`config.mk`:
```
export PLATFORM = sky130hd
export DESIGN_NAME = mecanum_mix_pi_ramp_unit
export DESIGN_NICKNAME = d
export VERILOG_FILES = /design/src/rtl/core/mmpr_pkg.sv /design/src/rtl/core/mmpr_cfg.sv /design/src/rtl/core/mmpr_ctrl.sv /design/src/rtl/core/mmpr_dp.sv /design/src/rtl/core/mecanum_mix_pi_ramp_unit.sv
export SDC_FILE = /design/constraint.sdc
export NUM_CORES = 2
export LEC_CHECK = 0
export ABC_AREA = 1
export ABC_CLOCK_PERIOD_IN_PS = 18980
export BUFFER_PORTS_ARGS = -buffer_cell sky130_fd_sc_hd__clkbuf_2
export CAP_MARGIN = 5
export CORE_MARGIN = 2
export CORE_UTILIZATION = 45
export DETAILED_ROUTE_END_ITERATION = 8
export GPL_TIMING_DRIVEN = 0
export PLACE_DENSITY = 0.63
export SKIP_CTS_REPAIR_TIMING = 1
export SYNTH_ARGS = -nofsm -noshare
export SYNTH_HDL_FRONTEND = slang
export SYNTH_SLANG_ARGS = --single-unit
```
`constraint.sdc`:
```
create_clock -name clk -period 18.98 [get_ports clk]
set_input_delay 3.796 -clock clk [delete_from_list [all_inputs] [get_ports clk]]
set_output_delay 3.796 -clock clk [all_outputs]
set_load 0.005 [all_outputs]
```
`src/rtl/core/mmpr_pkg.sv`:
```
// Shared types, widths and helpers for the mecanum mixer with per-wheel PI ramp.
// Used by mmpr_cfg, mmpr_ctrl, mmpr_dp and mecanum_mix_pi_ramp_unit; depends on nothing.
package mmpr_pkg;

  // Fraction bits of the ramp state (valid range 8 to 24)
  localparam int FRAC_BITS   = 16;

  localparam int WHEELS      = 4;
  localparam int WHEEL_IDX_W = 2;
  localparam int CMD_W       = 8;
  localparam int GEAR_W      = 2;
  localparam int DRIVE_W     = 16;
  localparam int STATE_W     = 32;
  localparam int CFG_ADDR_W  = 3;
  localparam int CFG_DATA_W  = 32;
  localparam int GAIN_W      = 16;
  localparam int LIMIT_W     = 16;
  localparam int ARM_W       = 16;
  localparam int KGAIN_W     = 16;
  localparam int GAIN_Q      = 12;
  localparam int TARGET_Q    = 16;

  // Datapath widths
  localparam int TURN_W  = CMD_W + ARM_W + 1;
  localparam int MIX_W   = TURN_W + 1;
  localparam int TGT_W   = LIMIT_W + 1;
  localparam int CLAMP_W = LIMIT_W + TARGET_Q + 2;
  localparam int ERR_W   = ((TGT_W + FRAC_BITS) > STATE_W ? TGT_W + FRAC_BITS : STATE_W) + 1;
  localparam int MUL_A_W = (ERR_W > MIX_W) ? ERR_W : MIX_W;
  localparam int MUL_B_W = KGAIN_W + 1;
  localparam int PROD_W  = MUL_A_W + MUL_B_W;
  localparam int RND_W   = PROD_W - GAIN_Q;
  localparam int SUM_W   = RND_W + 1;

  // Saturation bounds of the 32-bit ramp state, at sum width
  localparam logic signed [SUM_W-1:0] STATE_MAX =
    {{(SUM_W-STATE_W+1){1'b0}}, {(STATE_W-1){1'b1}}};
  localparam logic signed [SUM_W-1:0] STATE_MIN =
    {{(SUM_W-STATE_W+1){1'b1}}, {(STATE_W-1){1'b0}}};

  // Wheel order, also the packing order of the result beat
  localparam logic [WHEEL_IDX_W-1:0] WHEEL_LF = 2'd0;
  localparam logic [WHEEL_IDX_W-1:0] WHEEL_LB = 2'd1;
  localparam logic [WHEEL_IDX_W-1:0] WHEEL_RF = 2'd2;
  localparam logic [WHEEL_IDX_W-1:0] WHEEL_RB = 2'd3;

  // Gear codes
  localparam logic [GEAR_W-1:0] GEAR_STOP = 2'd0;
  localparam logic [GEAR_W-1:0] GEAR_ONE  = 2'd1;
  localparam logic [GEAR_W-1:0] GEAR_TWO  = 2'd2;
  localparam logic [GEAR_W-1:0] GEAR_THREE = 2'd3;

  // Configuration register indexes
  typedef enum logic [CFG_ADDR_W-1:0] {
    REG_GEAR1    = 3'd0,
    REG_GEAR2    = 3'd1,
    REG_GEAR3    = 3'd2,
    REG_ARM      = 3'd3,
    REG_PROP     = 3'd4,
    REG_INTEG    = 3'd5
  } cfg_reg_t;

  typedef struct packed {
    logic [CFG_DATA_W-1:0] gear1;
    logic [CFG_DATA_W-1:0] gear2;
    logic [CFG_DATA_W-1:0] gear3;
    logic [ARM_W-1:0]      arm;
    logic [KGAIN_W-1:0]    kp;
    logic [KGAIN_W-1:0]    ki;
  } cfg_t;

  // Operand pair of the shared multiplier
  typedef enum logic [1:0] {
    MUL_TURN = 2'd0,
    MUL_MIX  = 2'd1,
    MUL_KP   = 2'd2,
    MUL_KI   = 2'd3
  } mul_sel_t;

  typedef enum logic [1:0] {
    ST_IDLE   = 2'd0,
    ST_RUN    = 2'd1,
    ST_FINISH = 2'd2
  } ctrl_state_t;

  // Commands from the sequencer to the datapath
  typedef struct packed {
    logic                   capture;
    mul_sel_t               mul_sel;
    logic                   turn_en;
    logic [WHEEL_IDX_W-1:0] mix_idx;
    logic                   tgt_en;
    logic [WHEEL_IDX_W-1:0] tgt_idx;
    logic                   err_en;
    logic [WHEEL_IDX_W-1:0] err_idx;
    logic                   prop_en;
    logic                   ri_en;
    logic                   int_en;
    logic [WHEEL_IDX_W-1:0] int_idx;
    logic                   sum_en;
    logic [WHEEL_IDX_W-1:0] sum_idx;
    logic                   res_en;
    logic [WHEEL_IDX_W-1:0] res_idx;
    logic                   load_out;
  } dp_cmd_t;

  // Clip a widened sum back to the 32-bit ramp state
  function automatic logic signed [STATE_W-1:0] sat_state(input logic signed [SUM_W-1:0] v);
    logic signed [SUM_W-1:0] c;
    if (v > STATE_MAX) begin
      c = STATE_MAX;
    end else if (v < STATE_MIN) begin
      c = STATE_MIN;
    end else begin
      c = v;
    end
    return c[STATE_W-1:0];
  endfunction

endpackage

```
`src/rtl/core/mmpr_cfg.sv`:
```
// Configuration register file: gear words, rotation arm and ramp gains.
// Depends on mmpr_pkg.
module mmpr_cfg
  import mmpr_pkg::*;
(
  input  logic                  clk,
  input  logic                  rst_n,
  input  logic                  cfg_we,
  input  logic [CFG_ADDR_W-1:0] cfg_addr,
  input  logic [CFG_DATA_W-1:0] cfg_wdata,
  output cfg_t                  cfg
);

  cfg_t cfg_r;
  cfg_t cfg_nxt;

  // Decode the write; drop unknown indexes
  always_comb begin
    cfg_nxt = cfg_r;
    if (cfg_we) begin
      case (cfg_addr)
        REG_GEAR1: cfg_nxt.gear1 = cfg_wdata;
        REG_GEAR2: cfg_nxt.gear2 = cfg_wdata;
        REG_GEAR3: cfg_nxt.gear3 = cfg_wdata;
        REG_ARM:   cfg_nxt.arm   = cfg_wdata[ARM_W-1:0];
        REG_PROP:  cfg_nxt.kp    = cfg_wdata[KGAIN_W-1:0];
        REG_INTEG: cfg_nxt.ki    = cfg_wdata[KGAIN_W-1:0];
        default: ;
      endcase
    end
  end

  always_ff @(posedge clk) begin
    if (!rst_n) begin
      cfg_r.gear1 <= '0;
      cfg_r.gear2 <= '0;
      cfg_r.gear3 <= '0;
      cfg_r.arm   <= ARM_W'(256);
      cfg_r.kp    <= KGAIN_W'(4096);
      cfg_r.ki    <= '0;
    end else begin
      cfg_r <= cfg_nxt;
    end
  end

  assign cfg = cfg_r;

endmodule

```
`src/rtl/core/mmpr_ctrl.sv`:
```
// Sequencer: accepts a beat, steps the datapath through mix, target and ramp
// stages, and hands the result to the output register. Depends on mmpr_pkg.
module mmpr_ctrl
  import mmpr_pkg::*;
(
  input  logic    clk,
  input  logic    rst_n,
  input  logic    in_tvalid,
  output logic    in_tready,
  output logic    out_tvalid,
  input  logic    out_tready,
  output dp_cmd_t cmd
);

  localparam int STEP_W = 5;
  // Wheel w enters the ramp pipeline at WHEEL_BASE + 2*w
  localparam logic [STEP_W-1:0] WHEEL_BASE = STEP_W'(4);
  localparam logic [STEP_W-1:0] LAST_STEP  = STEP_W'(16);
  localparam logic [STEP_W-1:0] STAGE_SPAN = STEP_W'(6);
  localparam logic [STEP_W-1:0] MIX_FIRST  = STEP_W'(1);
  localparam logic [STEP_W-1:0] MIX_LAST   = STEP_W'(4);
  localparam logic [STEP_W-1:0] TGT_FIRST  = STEP_W'(2);
  localparam logic [STEP_W-1:0] TGT_LAST   = STEP_W'(5);

  ctrl_state_t         state_r, state_nxt;
  logic [STEP_W-1:0]   step_r, step_nxt;
  logic                out_valid_r, out_valid_nxt;
  logic                run;
  logic [STEP_W-1:0]   mix_ofs, tgt_ofs;

  // {hit, wheel} of a ramp stage that sits ofs steps after WHEEL_BASE
  function automatic logic [WHEEL_IDX_W:0] stage_dec(input logic [STEP_W-1:0] step,
                                                     input logic [STEP_W-1:0] ofs);
    logic [STEP_W-1:0] start;
    logic [STEP_W-1:0] d;
    start = WHEEL_BASE + ofs;
    d     = step - start;
    return {(step >= start) && (d <= STAGE_SPAN) && !d[0], d[WHEEL_IDX_W:1]};
  endfunction

  // Next state
  always_comb begin
    state_nxt = state_r;
    case (state_r)
      ST_IDLE:   if (in_tvalid) state_nxt = ST_RUN;
      ST_RUN:    if (step_r == LAST_STEP) state_nxt = ST_FINISH;
      ST_FINISH: if (!out_valid_r || out_tready) state_nxt = ST_IDLE;
      default:   state_nxt = ST_IDLE;
    endcase
  end

  // Step counter and output valid
  always_comb begin
    step_nxt = (state_r == ST_RUN) ? step_r + STEP_W'(1) : '0;
    out_valid_nxt = out_valid_r;
    if (cmd.load_out) begin
      out_valid_nxt = 1'b1;
    end else if (out_tready) begin
      out_valid_nxt = 1'b0;
    end
  end

  // Datapath commands
  always_comb begin
    logic [WHEEL_IDX_W:0] s_err, s_kp, s_ki, s_ri, s_int, s_sum, s_res;
    cmd       = '0;
    in_tready = 1'b0;
    run       = 1'b0;
    mix_ofs   = step_r - MIX_FIRST;
    tgt_ofs   = step_r - TGT_FIRST;
    s_err = stage_dec(step_r, STEP_W'(0));
    s_kp  = stage_dec(step_r, STEP_W'(1));
    s_ki  = stage_dec(step_r, STEP_W'(2));
    s_ri  = stage_dec(step_r, STEP_W'(3));
    s_int = stage_dec(step_r, STEP_W'(4));
    s_sum = stage_dec(step_r, STEP_W'(5));
    s_res = stage_dec(step_r, STEP_W'(6));
    case (state_r)
      ST_IDLE: begin
        in_tready   = 1'b1;
        cmd.capture = in_tvalid;
      end
      ST_RUN: begin
        run = 1'b1;
      end
      ST_FINISH: begin
        cmd.load_out = !out_valid_r || out_tready;
      end
      default: ;
    endcase
    if (run) begin
      // Multiplier: turn term, then wheel mixes, then ramp gains
      if (step_r == '0) begin
        cmd.mul_sel = MUL_TURN;
        cmd.turn_en = 1'b1;
      end else if (step_r >= MIX_FIRST && step_r <= MIX_LAST) begin
        cmd.mul_sel = MUL_MIX;
      end else if (s_kp[WHEEL_IDX_W]) begin
        cmd.mul_sel = MUL_KP;
      end else begin
        cmd.mul_sel = MUL_KI;
      end
      cmd.mix_idx = mix_ofs[WHEEL_IDX_W-1:0];
      cmd.tgt_en  = (step_r >= TGT_FIRST) && (step_r <= TGT_LAST);
      cmd.tgt_idx = tgt_ofs[WHEEL_IDX_W-1:0];
      cmd.err_en  = s_err[WHEEL_IDX_W];
      cmd.err_idx = s_err[WHEEL_IDX_W-1:0];
      cmd.prop_en = s_ki[WHEEL_IDX_W];
      cmd.ri_en   = s_ri[WHEEL_IDX_W];
      cmd.int_en  = s_int[WHEEL_IDX_W];
      cmd.int_idx = s_int[WHEEL_IDX_W-1:0];
      cmd.sum_en  = s_sum[WHEEL_IDX_W];
      cmd.sum_idx = s_sum[WHEEL_IDX_W-1:0];
      cmd.res_en  = s_res[WHEEL_IDX_W];
      cmd.res_idx = s_res[WHEEL_IDX_W-1:0];
    end
  end

  always_ff @(posedge clk) begin
    if (!rst_n) begin
      state_r     <= ST_IDLE;
      step_r      <= '0;
      out_valid_r <= 1'b0;
    end else begin
      state_r     <= state_nxt;
      step_r      <= step_nxt;
      out_valid_r <= out_valid_nxt;
    end
  end

  assign out_tvalid = out_valid_r;

endmodule

```
`src/rtl/core/mmpr_dp.sv`:
```
// Datapath: shared multiplier, wheel mix and clamp, per-wheel PI ramp state
// and the output register. Steered by mmpr_ctrl; depends on mmpr_pkg.
module mmpr_dp
  import mmpr_pkg::*;
(
  input  logic                       clk,
  input  logic                       rst_n,
  input  dp_cmd_t                    cmd,
  input  cfg_t                       cfg,
  input  logic signed [CMD_W-1:0]    forward_cmd,
  input  logic signed [CMD_W-1:0]    sideways_cmd,
  input  logic signed [CMD_W-1:0]    turn_cmd,
  input  logic [GEAR_W-1:0]          gear_select,
  output logic [WHEELS*DRIVE_W-1:0]  drive_bus
);

  localparam int OR_W = STATE_W + 1;
  localparam int FS_W = CMD_W + 1;
  localparam logic signed [CLAMP_W-1:0] T_HALF    = CLAMP_W'(1) <<< (TARGET_Q - 1);
  localparam logic signed [CLAMP_W-1:0] T_HALF_M1 = T_HALF - CLAMP_W'(1);
  localparam logic signed [PROD_W-1:0]  G_HALF    = PROD_W'(1) <<< (GAIN_Q - 1);
  localparam logic signed [PROD_W-1:0]  G_HALF_M1 = G_HALF - PROD_W'(1);
  localparam logic signed [OR_W-1:0]    F_HALF    = OR_W'(1) <<< (FRAC_BITS - 1);
  localparam logic signed [OR_W-1:0]    F_HALF_M1 = F_HALF - OR_W'(1);
  localparam logic signed [OR_W-1:0]    DRIVE_MAX = OR_W'(32767);
  localparam logic signed [OR_W-1:0]    DRIVE_MIN = -OR_W'(32768);

  // Captured beat and selected gear
  logic signed [CMD_W-1:0]   fwd_r, side_r, tcmd_r;
  logic [GAIN_W-1:0]         gain_r;
  logic [LIMIT_W-1:0]        limit_r;
  logic [CFG_DATA_W-1:0]     gear_word;

  // Pipeline registers
  logic signed [TURN_W-1:0]  turn_r;
  logic signed [PROD_W-1:0]  prod_r;
  logic signed [TGT_W-1:0]   tgt_r [WHEELS];
  logic signed [ERR_W-1:0]   err_r;
  logic signed [RND_W-1:0]   prop_r, prop2_r, prop3_r, ri_r;
  logic signed [STATE_W-1:0] isum_r, osum_r;
  logic signed [DRIVE_W-1:0] res_r [WHEELS];
  logic signed [DRIVE_W-1:0] drive_r [WHEELS];

  // Ramp state
  logic signed [STATE_W-1:0] prev_r [WHEELS];
  logic signed [STATE_W-1:0] integ_r [WHEELS];

  // Combinational values
  logic signed [FS_W-1:0]    fs_sum, fs_diff, fs_base;
  logic signed [MIX_W-1:0]   base_sh, turn_ext, mix;
  logic signed [MUL_A_W-1:0] mul_a;
  logic signed [MUL_B_W-1:0] mul_b;
  logic signed [PROD_W-1:0]  mul_p;
  logic signed [PROD_W-1:0]  lim_pos, lim_neg;
  logic signed [CLAMP_W-1:0] clamped, tgt_add;
  logic signed [ERR_W-1:0]   err_nxt;
  logic signed [PROD_W-1:0]  prod_add;
  logic signed [RND_W-1:0]   prod_rnd;
  logic signed [SUM_W-1:0]   int_sum, out_sum;
  logic signed [STATE_W-1:0] isum_nxt, osum_nxt;
  logic signed [OR_W-1:0]    o_add, o_shr;
  logic signed [DRIVE_W-1:0] res_nxt;

  // Pick the gear word
  always_comb begin
    case (gear_select)
      GEAR_ONE:   gear_word = cfg.gear1;
      GEAR_TWO:   gear_word = cfg.gear2;
      GEAR_THREE: gear_word = cfg.gear3;
      default:    gear_word = '0;
    endcase
  end

  // Wheel mix: (f +- s) * 256 +- arm * t
  always_comb begin
    fs_sum  = {fwd_r[CMD_W-1], fwd_r} + {side_r[CMD_W-1], side_r};
    fs_diff = {fwd_r[CMD_W-1], fwd_r} - {side_r[CMD_W-1], side_r};
    fs_base = (cmd.mix_idx == WHEEL_LB || cmd.mix_idx == WHEEL_RF) ? fs_sum : fs_diff;
    base_sh  = MIX_W'(fs_base) <<< 8;
    turn_ext = MIX_W'(turn_r);
    mix = (cmd.mix_idx == WHEEL_RF || cmd.mix_idx == WHEEL_RB) ? base_sh + turn_ext
                                                                : base_sh - turn_ext;
  end

  // Shared multiplier operands
  always_comb begin
    case (cmd.mul_sel)
      MUL_TURN: begin
        mul_a = MUL_A_W'(tcmd_r);
        mul_b = {1'b0, cfg.arm};
      end
      MUL_MIX: begin
        mul_a = MUL_A_W'(mix);
        mul_b = {1'b0, gain_r};
      end
      MUL_KP: begin
        mul_a = MUL_A_W'(err_r);
        mul_b = {1'b0, cfg.kp};
      end
      default: begin
        mul_a = MUL_A_W'(err_r);
        mul_b = {1'b0, cfg.ki};
      end
    endcase
    mul_p = mul_a * mul_b;
  end

  // Clamp to +-limit and round the target half away from zero
  always_comb begin
    lim_pos = $signed({{(PROD_W-LIMIT_W-TARGET_Q){1'b0}}, limit_r, {TARGET_Q{1'b0}}});
    lim_neg = -lim_pos;
    if (prod_r > lim_pos) begin
      clamped = lim_pos[CLAMP_W-1:0];
    end else if (prod_r < lim_neg) begin
      clamped = lim_neg[CLAMP_W-1:0];
    end else begin
      clamped = prod_r[CLAMP_W-1:0];
    end
    tgt_add = clamped + (clamped[CLAMP_W-1] ? T_HALF_M1 : T_HALF);
  end

  // Ramp arithmetic
  always_comb begin
    err_nxt  = (ERR_W'(tgt_r[cmd.err_idx]) <<< FRAC_BITS) - ERR_W'(prev_r[cmd.err_idx]);
    prod_add = prod_r + (prod_r[PROD_W-1] ? G_HALF_M1 : G_HALF);
    prod_rnd = prod_add[PROD_W-1:GAIN_Q];
    int_sum  = SUM_W'(integ_r[cmd.int_idx]) + SUM_W'(ri_r);
    isum_nxt = sat_state(int_sum);
    out_sum  = SUM_W'(prop3_r) + SUM_W'(isum_r);
    osum_nxt = sat_state(out_sum);
    o_add    = OR_W'(osum_r) + (osum_r[STATE_W-1] ? F_HALF_M1 : F_HALF);
    o_shr    = o_add >>> FRAC_BITS;
    if (o_shr > DRIVE_MAX) begin
      res_nxt = DRIVE_MAX[DRIVE_W-1:0];
    end else if (o_shr < DRIVE_MIN) begin
      res_nxt = DRIVE_MIN[DRIVE_W-1:0];
    end else begin
      res_nxt = o_shr[DRIVE_W-1:0];
    end
  end

  // Payload registers
  always_ff @(posedge clk) begin
    prod_r <= mul_p;
    if (cmd.capture) begin
      fwd_r   <= forward_cmd;
      side_r  <= sideways_cmd;
      tcmd_r  <= turn_cmd;
      gain_r  <= gear_word[GAIN_W-1:0];
      limit_r <= gear_word[CFG_DATA_W-1:GAIN_W];
    end
    if (cmd.turn_en) turn_r <= mul_p[TURN_W-1:0];
    if (cmd.tgt_en) tgt_r[cmd.tgt_idx] <= tgt_add[TARGET_Q +: TGT_W];
    if (cmd.err_en) err_r <= err_nxt;
    if (cmd.prop_en) prop_r <= prod_rnd;
    if (cmd.ri_en) begin
      ri_r    <= prod_rnd;
      prop2_r <= prop_r;
    end
    if (cmd.int_en) begin
      isum_r  <= isum_nxt;
      prop3_r <= prop2_r;
    end
    if (cmd.sum_en) osum_r <= osum_nxt;
    if (cmd.res_en) res_r[cmd.res_idx] <= res_nxt;
    if (cmd.load_out) begin
      for (int i = 0; i < WHEELS; i++) begin
        drive_r[i] <= res_r[i];
      end
    end
  end

  // Ramp state, cleared at reset
  always_ff @(posedge clk) begin
    if (!rst_n) begin
      for (int i = 0; i < WHEELS; i++) begin
        prev_r[i]  <= '0;
        integ_r[i] <= '0;
      end
    end else begin
      if (cmd.int_en) integ_r[cmd.int_idx] <= isum_nxt;
      if (cmd.sum_en) prev_r[cmd.sum_idx] <= osum_nxt;
    end
  end

  // Pack the drives, left front lowest
  always_comb begin
    for (int i = 0; i < WHEELS; i++) begin
      drive_bus[i*DRIVE_W +: DRIVE_W] = drive_r[i];
    end
  end

endmodule

```
`src/rtl/core/mecanum_mix_pi_ramp_unit.sv`:
```
// Mecanum wheel mixer with a PI ramp per wheel.
// Input beat: forward, sideways and turn stick commands plus a gear select.
// Output beat: four ramped, saturated wheel drives (LF, LB, RF, RB).
// Config: write port cfg_we/cfg_addr/cfg_wdata, six registers, no read-back;
// write only while no beat is in flight.
// Timing: a beat is taken in the idle cycle, then a 17-step sequence runs on
// one shared multiplier (turn term, four mix products, then kp and ki products
// per wheel) with the wheel ramps overlapped; the finish step then moves the
// drives into the output register. A new beat is taken only once the sequencer
// has returned to idle after the finish step.
// The output register decouples the two sides: the next beat is accepted and
// worked on while a finished result waits; if it is still not taken when the
// next one finishes, the sequencer holds in its finish step.
// Reset (rst_n low at a clock edge) clears the ramp state, the gear words and
// the integral gain, sets rotation arm to 1.0 and kp to 1.0, and empties the
// output register.
module mecanum_mix_pi_ramp_unit
  import mmpr_pkg::*;
(
  input  logic                  clk,
  input  logic                  rst_n,
  // in_tdata: [7:0] forward_cmd, [15:8] sideways_cmd, [23:16] turn_cmd,
  //           [25:24] gear_select, [31:26] zero
  input  logic                  in_tvalid,
  output logic                  in_tready,
  input  logic [31:0]           in_tdata,
  // out_tdata: [15:0] left_front_drive, [31:16] left_back_drive,
  //            [47:32] right_front_drive, [63:48] right_back_drive
  output logic                  out_tvalid,
  input  logic                  out_tready,
  output logic [63:0]           out_tdata,
  input  logic                  cfg_we,
  input  logic [CFG_ADDR_W-1:0] cfg_addr,
  input  logic [CFG_DATA_W-1:0] cfg_wdata
);

  cfg_t    cfg;
  dp_cmd_t cmd;

  mmpr_cfg u_cfg (
    .clk       (clk),
    .rst_n     (rst_n),
    .cfg_we    (cfg_we),
    .cfg_addr  (cfg_addr),
    .cfg_wdata (cfg_wdata),
    .cfg       (cfg)
  );

  mmpr_ctrl u_ctrl (
    .clk        (clk),
    .rst_n      (rst_n),
    .in_tvalid  (in_tvalid),
    .in_tready  (in_tready),
    .out_tvalid (out_tvalid),
    .out_tready (out_tready),
    .cmd        (cmd)
  );

  mmpr_dp u_dp (
    .clk          (clk),
    .rst_n        (rst_n),
    .cmd          (cmd),
    .cfg          (cfg),
    .forward_cmd  ($signed(in_tdata[7:0])),
    .sideways_cmd ($signed(in_tdata[15:8])),
    .turn_cmd     ($signed(in_tdata[23:16])),
    .gear_select  (in_tdata[25:24]),
    .drive_bus    (out_tdata)
  );

endmodule
```
## Yosys cells after proc, flatten, opt, wreduce, memory -nomap -nowiden

Memories as Yosys holds them, arrays and structs flattened.
Cells that the tools add are included.

- Flip-flop bits (word level): 538
- RAM bits: 452
- Bits of input ports: 72
- Output and inout port bits: 66
- Logic and storage cells: 187
- Memories: 5

- Add/sub/neg operators: 21
- Multiply operators: 1
- Magnitude comparators: 26
- Eq/ne operators: 19
- Muxes and demuxes: 50
- Reductions and logical operators: 42

Memory list:

| name | depth | width | rd ports | clocked after Yosys merged registers in | write ports | RTL line | text |
|---|---|---|---|---|---|---|---|
| u_dp.integ_r | 4 | 32 | 1 | 0 | 4 | mmpr_dp.sv:46 | `logic signed [STATE_W-1:0] integ_r [WHEELS];` |
| u_dp.prev_r | 4 | 32 | 1 | 0 | 4 | mmpr_dp.sv:45 | `logic signed [STATE_W-1:0] prev_r [WHEELS];` |
| u_dp.tgt_r | 4 | 17 | 1 | 0 | 1 | mmpr_dp.sv:37 | `logic signed [TGT_W-1:0] tgt_r [WHEELS];` |
| u_dp.drive_r | 4 | 16 | 4 | 0 | 4 | mmpr_dp.sv:42 | `logic signed [DRIVE_W-1:0] drive_r [WHEELS];` |
| u_dp.res_r | 4 | 16 | 4 | 0 | 1 | mmpr_dp.sv:41 | `logic signed [DRIVE_W-1:0] res_r [WHEELS];` |

Operator list:

| operator | number |
|---|---|
| $mux W32 | 6 |
| $pmux W32 S3 | 1 |
| $gt A40 B32 Y1 const B | 2 |
| $lt A40 B32 Y1 const B | 2 |
| $mux W34 | 2 |
| $pmux W34 S2 | 1 |
| $mux W16 | 4 |
| $reduce_or A32 Y1 | 2 |
| $add A51 B51 Y51 | 1 |
| $gt A51 B33 Y1 | 1 |
| $lt A51 B51 Y1 | 1 |
| $mul A34 B17 Y51 | 1 |
| $neg A32 Y51 | 1 |
| $pmux W16 S3 | 1 |
| $le A5 B3 Y1 const B | 9 |
| $add A32 B39 Y40 | 1 |
| $add A39 B32 Y40 | 1 |
| $sub A33 B32 Y34 | 1 |
| $add A32 B17 Y33 | 1 |
| $add A33 B33 Y33 | 1 |
| $add A17 B25 Y26 | 1 |
| $mux W26 | 1 |
| $sub A17 B25 Y26 | 1 |
| $mux W1 | 23 |
| 35 further kinds | 93 |

## Depth between registers and ports, before layout

- Word-level depth: 15
- Depth in mapped cells: 63
- Gate-level depth less buffers: 61

## By module

A second synthesis with hierarchy kept.

- Cells, all modules: 7970
- Area, all modules: 70754.1 µm²

By module, submodules not included:

| module | times used | cells each | area each (µm²) | seq. area each (µm²) |
|---|---|---|---|---|
| mmpr_dp | 1 | 6983 | 63953.8 | 24653.6 |
| mmpr_cfg | 1 | 829 | 5740.5 | 2882.8 |
| mmpr_ctrl | 1 | 158 | 1059.8 | 160.2 |

## Worst setup path after synthesis

OpenSTA, ideal clock, no wires.

- Path kind: register to register
- From: reg u_ctrl.step_r[1]
- To: reg u_dp.prod_r[49]
- Setup time: 0.121 ns
- Arrival: 11.404 ns
- Required time: 18.859 ns
- Path slack: 7.455 ns
- Cell stages (with the launch flop): 57
- Buffers on the path: 6
- Period minus slack after synthesis: 11.525 ns
- Path through: dfxtp_1 -> clkbuf_8 -> clkbuf_1 -> clkbuf_1 -> buf_1 -> inv_1 -> ha_1 -> o21ai_1 -> nand2_1 -> o21ai_0 -> inv_1 -> fa_1 -> o21ai_0 -> nand3_1 -> nand2_1 -> nand2_1 -> nand2_1 -> a21oi_1 -> (+21 left out) -> inv_1 -> fa_1 -> inv_1 -> ha_1 -> nand2_1 -> nor2_1 -> inv_1 -> nor3_1 -> nand3_1 -> o21ai_0 -> nand2_1 -> nand2_1 -> a21oi_1 -> inv_1 -> nand3_1 -> inv_1 -> nor2_1 -> xor2_1

- Cells in the longest elaborated chain, start to end: 11
- Elaborated cells on any way between the ends: 29
- Classes of those cells: 4 x add/sub; 1 x mul; 4 x order compare; 5 x eq/ne; 8 x mux; 7 x reduce/logical

RTL lines:

| item | RTL line | text |
|---|---|---|
| from (decl) | mmpr_ctrl.sv:26 | `logic [STEP_W-1:0] step_r, step_nxt;` |
| from (signal assigned) | mmpr_ctrl.sv:126 | `step_r <= step_nxt;` |
| $sub A5 B3 Y5 | mmpr_ctrl.sv:37 | `d = step - start;` |
| $le A5 B3 Y1 | mmpr_ctrl.sv:38 | `return {(step >= start) && (d <= STAGE_SPAN) && !d[0], d[WHEEL_IDX_W:1]};` |
| $logic_and A1 B1 Y1 (2 in a row) | mmpr_ctrl.sv:38 |  |
| $mux W1 | mmpr_ctrl.sv:98 | `end else if (s_kp[WHEEL_IDX_W]) begin` |
| $mux W2 | mmpr_ctrl.sv:96 | `end else if (step_r >= MIX_FIRST && step_r <= MIX_LAST) begin` |
| $mux W2 | mmpr_ctrl.sv:93 | `if (step_r == '0) begin` |
| $mux W22 (*) | mmpr_ctrl.sv:91 | `if (run) begin` |
| branches (longest 2 deep; another with $sub A17 B25 Y26) | -- |  |
| $mul A34 B17 Y51 (*) | mmpr_dp.sv:105 | `mul_p = mul_a * mul_b;` |
| via u_dp.mul_p[49] | mmpr_dp.sv:53 | `logic signed [PROD_W-1:0] mul_p;` |
| to (signal assigned) | mmpr_dp.sv:144 | `prod_r <= mul_p;` |
| to (decl) | mmpr_dp.sv:36 | `logic signed [PROD_W-1:0] prod_r;` |

Mark *: on every way through the listed nets, which the timed path passes.
A chain may end at the register's enable or synchronous reset.

## Worst setup path in the final report

Ends and elaborated chain as after synthesis.

==> results by group <==
Outcome
  – Status: complete, no violations

Synth
  – Syn avg cell area: 9.04 um2
  – Mux cell area share after synthesis: 0
  – Synth area leaders: edfxtp_1 34%, fa_1 15%, ha_1 6.7%
  – Post-synthesis simple-gate area fraction: 0.165
  – Cell variety after synth: 78
  – Synth Cell Area: 69700 um2
  – Sequential element share of the synthesized area: 0.398
  – Ys flop type: edfxtp_1
  – Mapped Nets: 8676
  – XOR/XNOR Fraction of Synth Area: 0.0283
  – Top cell type's share of synthesized area: 0.339
  – Synth area leader: edfxtp_1
  – Mapped Cells: 7710
  – Number of synthesized flops with an enable pin: 787
  – Post-synth ARST share: 0
  – Yosys warnings: 0
  – Synth Area in Compound Gates: 0.108
  – Post-synthesis adder-cell area fraction: 0.217
  – Largest family of logic cells by synthesized area: adder cells
  – Synth Register Bits: 990

Power and ir drop
  – Pleak: 33.9 nW
  – PD cells: 115 nW/um2
  – Peak supply drop: 0.000114 V

Cells and area
  – Layout Cells excl Fill: 10100
  – Layout area overhead: 10.6%
  – Fillers: 14500
  – Share of layout cells above drive strength 1: 0.0742
  – Nets: 8946

STA
  – Final Max Tran Viols: 0
  – # setup viols final: 0
  – Rel. slew slack: 0.0186
  – Tightest Pin Transition: 1.46 ns
  – Final hold vios: 0
  – Crit share post-route: 0.858
  – Min cycle time layout: 16.29 ns
  – RSZ-0062 raised after global routing: false
  – Final Skew: 0.115 ns
  – Fin Setup TNS: 0 ns
  – Fmax: 61.4 MHz

Critical path
  – CP max stage delay: 0.85 ns
  – R2r startpoint: u_ctrl.step_r[1]
  – Crit path max fanout: 10
  – Slowest-stage cell, CP: o21ai_0
  – R2r setup slk: 2.69 ns
  – Worst setup EP type: flop
  – CP arrival: 16.86 ns
  – Crit. Startpoint: u_ctrl.step_r[1]
  – Worst Path Class, Setup: flop to flop
  – CP required: 19.55 ns
  – R2R cell count: 55
  – R2r endpoint: u_dp.prod_r[49]
  – Critical Path Source Type: flop

Hold path
  – Worst min-delay path class: flop to flop
  – Endpoint, Worst Hold: u_dp.prop2_r[14]
  – Hold depth: 0
  – Min-Delay Startpoint: u_dp.prop_r[14]

CTS
  – Clock Tree Buf Depth: 3
  – CTS HTree Levels: 3
  – Root Driver: clkbuf_16
  – Worst-path clk slew: 0.07 ns
  – Cts bufs inserted: 104
  – Sink Count: 990
  – Worst skew pair latency: 0.78 ns
  – CTS tree: yes

Flow run
  – Max-Cap Viols: 0

Die
  – Die ar.: 158000 um2
  – Top-level I/O count: 138
  – Width of the die: 397 um
  – Initial Utilization: 0.453
  – Number of core rows: 144
  – Core area: 154000 um2
  – Die Y: 397 um

GRT
  – Tot GR Track Use: 0.284
  – Initial antenna violation count: 6
  – Vias in the first global route: 55200
  – GRT Residual Overflow: 0
  – Largest net degree at the start of global routing: 42
  – First-pass GRT wire length: 337000 um

Place
  – IO buf count: 129
  – Placed Cells: 9916
  – Global placement routability congestion: 0.969
  – Dpl hpwl: 182000 um

Routing
  – Final ANT Viol Nets: 0
  – Initial DRC Count: 5280
  – Vias/cell: 5.52
  – DRT Pass-1 Iters: 7
  – WL/cell: 22.3 um
  – Residual DRC: 0
  – Vias: 55900
  – Final wirelength: 226000 um
[cells in the final DEF, fill, tap and decap left out, drive strengths merged, types with 95 or more instances in the layout]
cell type  netlist  layout
clkbuf         156     410
ha             373     373
fa             521     521
a21oi          598     598
nor3            95      95
nand2         1259    1259
o21ai          427     427
nor2           957     957
inv           1191    1198
dfxtp          203     203
buf            124     159
edfxtp         787     787
nand3          349     349
xor2           145     145
[state kept, by name, summed over array words and instances (netlist names), 8 cells and up]
signal        count
u_cfg.cfg       144
u_dp.drive_r     64
u_dp.err_r       34
u_dp.fwd_r        8
u_dp.gain_r      16
u_dp.integ_r    128
u_dp.isum_r      32
u_dp.limit_r     16
u_dp.osum_r      32
u_dp.prev_r     128
u_dp.prod_r      51
u_dp.prop2_r     39
u_dp.prop3_r     39
u_dp.prop_r      39
u_dp.res_r       64
u_dp.ri_r        39
u_dp.side_r       8
u_dp.tcmd_r       8
u_dp.tgt_r       68
u_dp.turn_r      25
[metal layers]
| metal | part of all wire | up-vias | global-route usage |
|---|---|---|---|
| met3 | 0.080 | 466 | 0.0504 |
| met1 | 0.41 | 27200 | 0.373 |
| li1 | - | 25800 | - |
| met4 | 0.050 | 4 | 0.122 |
| met2 | 0.46 | 2407 | 0.462 |
| met5 | 0.00012 | - | 0 |
[area by class of cell]
class,count,area [um2],share of cell area
inverters,1195,4490,0.0582
clock inverters,71,821,0.0107
diodes,2,5.00,0.0000650
multi-input cells,5245,36200,0.471
clock buffers,125,2730,0.0354
plain buffers,280,1370,0.0177
repair buffers,164,1130,0.0147
well taps,2044,2560,0.0332
flip-flops and latches,990,27700,0.360
[worst max path at each step]
stage	slack, ns	to
after global routing	1.90	u_dp.prod_r[49]
final	2.69	u_dp.prod_r[49]
after floorplan	7.46	u_dp.prod_r[49]
after global placement	1.98	u_dp.prod_r[48]
after detailed placement	2.55	u_dp.prod_r[47]
after CTS	2.39	u_dp.prod_r[47]
[cells in the mapped netlist, types with 10 or more instances]
cell / count
a21o_1: 26
a21oi_1: 591
a22oi_1: 35
a31oi_1: 34
buf_1: 10
buf_2: 85
buf_6: 19
clkbuf_1: 154
dfxtp_1: 203
edfxtp_1: 787
fa_1: 521
ha_1: 373
inv_1: 1172
inv_2: 19
nand2_1: 1238
nand2_2: 18
nand3_1: 345
nand4_1: 42
nor2_1: 945
nor3_1: 95
nor4_1: 29
o211ai_1: 33
o21a_1: 25
o21ai_0: 399
o21ai_1: 18
o21bai_1: 20
o22ai_1: 83
or2_2: 28
xnor2_1: 79
xor2_1: 144
[critical path, delay by kind of cell (launching register included)]
kind | cells | cell delay [ns]
AOI/OAI and AO/OA | 7 | 3.31
buffers and inverters | 15 | 4.09
xor gates and xnor gates | 3 | 1.03
and+or+nand+nor | 20 | 2.13
DFF | 1 | 0.61
adders and majority gates | 10 | 4.84
[where the power goes]
group          internal, mW  switching (mW)  leakage, nW
Clock                  1.16           0.921         1.69
Sequential             2.58           0.170         9.07
Combinational          1.28            2.78         23.1
Total                  5.01            3.87         33.9
[cells by family (layout without fill, tap and decap cells)]
kind of cell | after synthesis | count (layout)
compound gates | 1340 | 1340
xor+xnor | 224 | 224
flops | 990 | 990
other cells | 0 | 2
simple gates | 2787 | 2787
fa+ha+maj | 894 | 894
buf+inv | 1475 | 1835
[per-stage QoR]
| stage | instance area [um2] | total power, mW | worst slack, ns | utilization | hold slack (ns) |
|---|---|---|---|---|---|
| 2_1_floorplan | 69700 | 5.39 | 7.46 | - | 0.400 |
| 3_3_place_gp | 72900 | 6.73 | 1.98 | 0.474 | 0.401 |
| 3_5_place_dp | 73500 | 6.78 | 2.55 | 0.477 | 0.405 |
| 4_1_cts | 77000 | 8.87 | 2.39 | 0.500 | 0.392 |
| 5_1_grt | 77000 | 9.46 | 1.90 | 0.501 | 0.406 |
| 6_report | 77000 | 8.88 | 2.69 | 0.501 | 0.391 |
(Power assumes the default switching activity.)
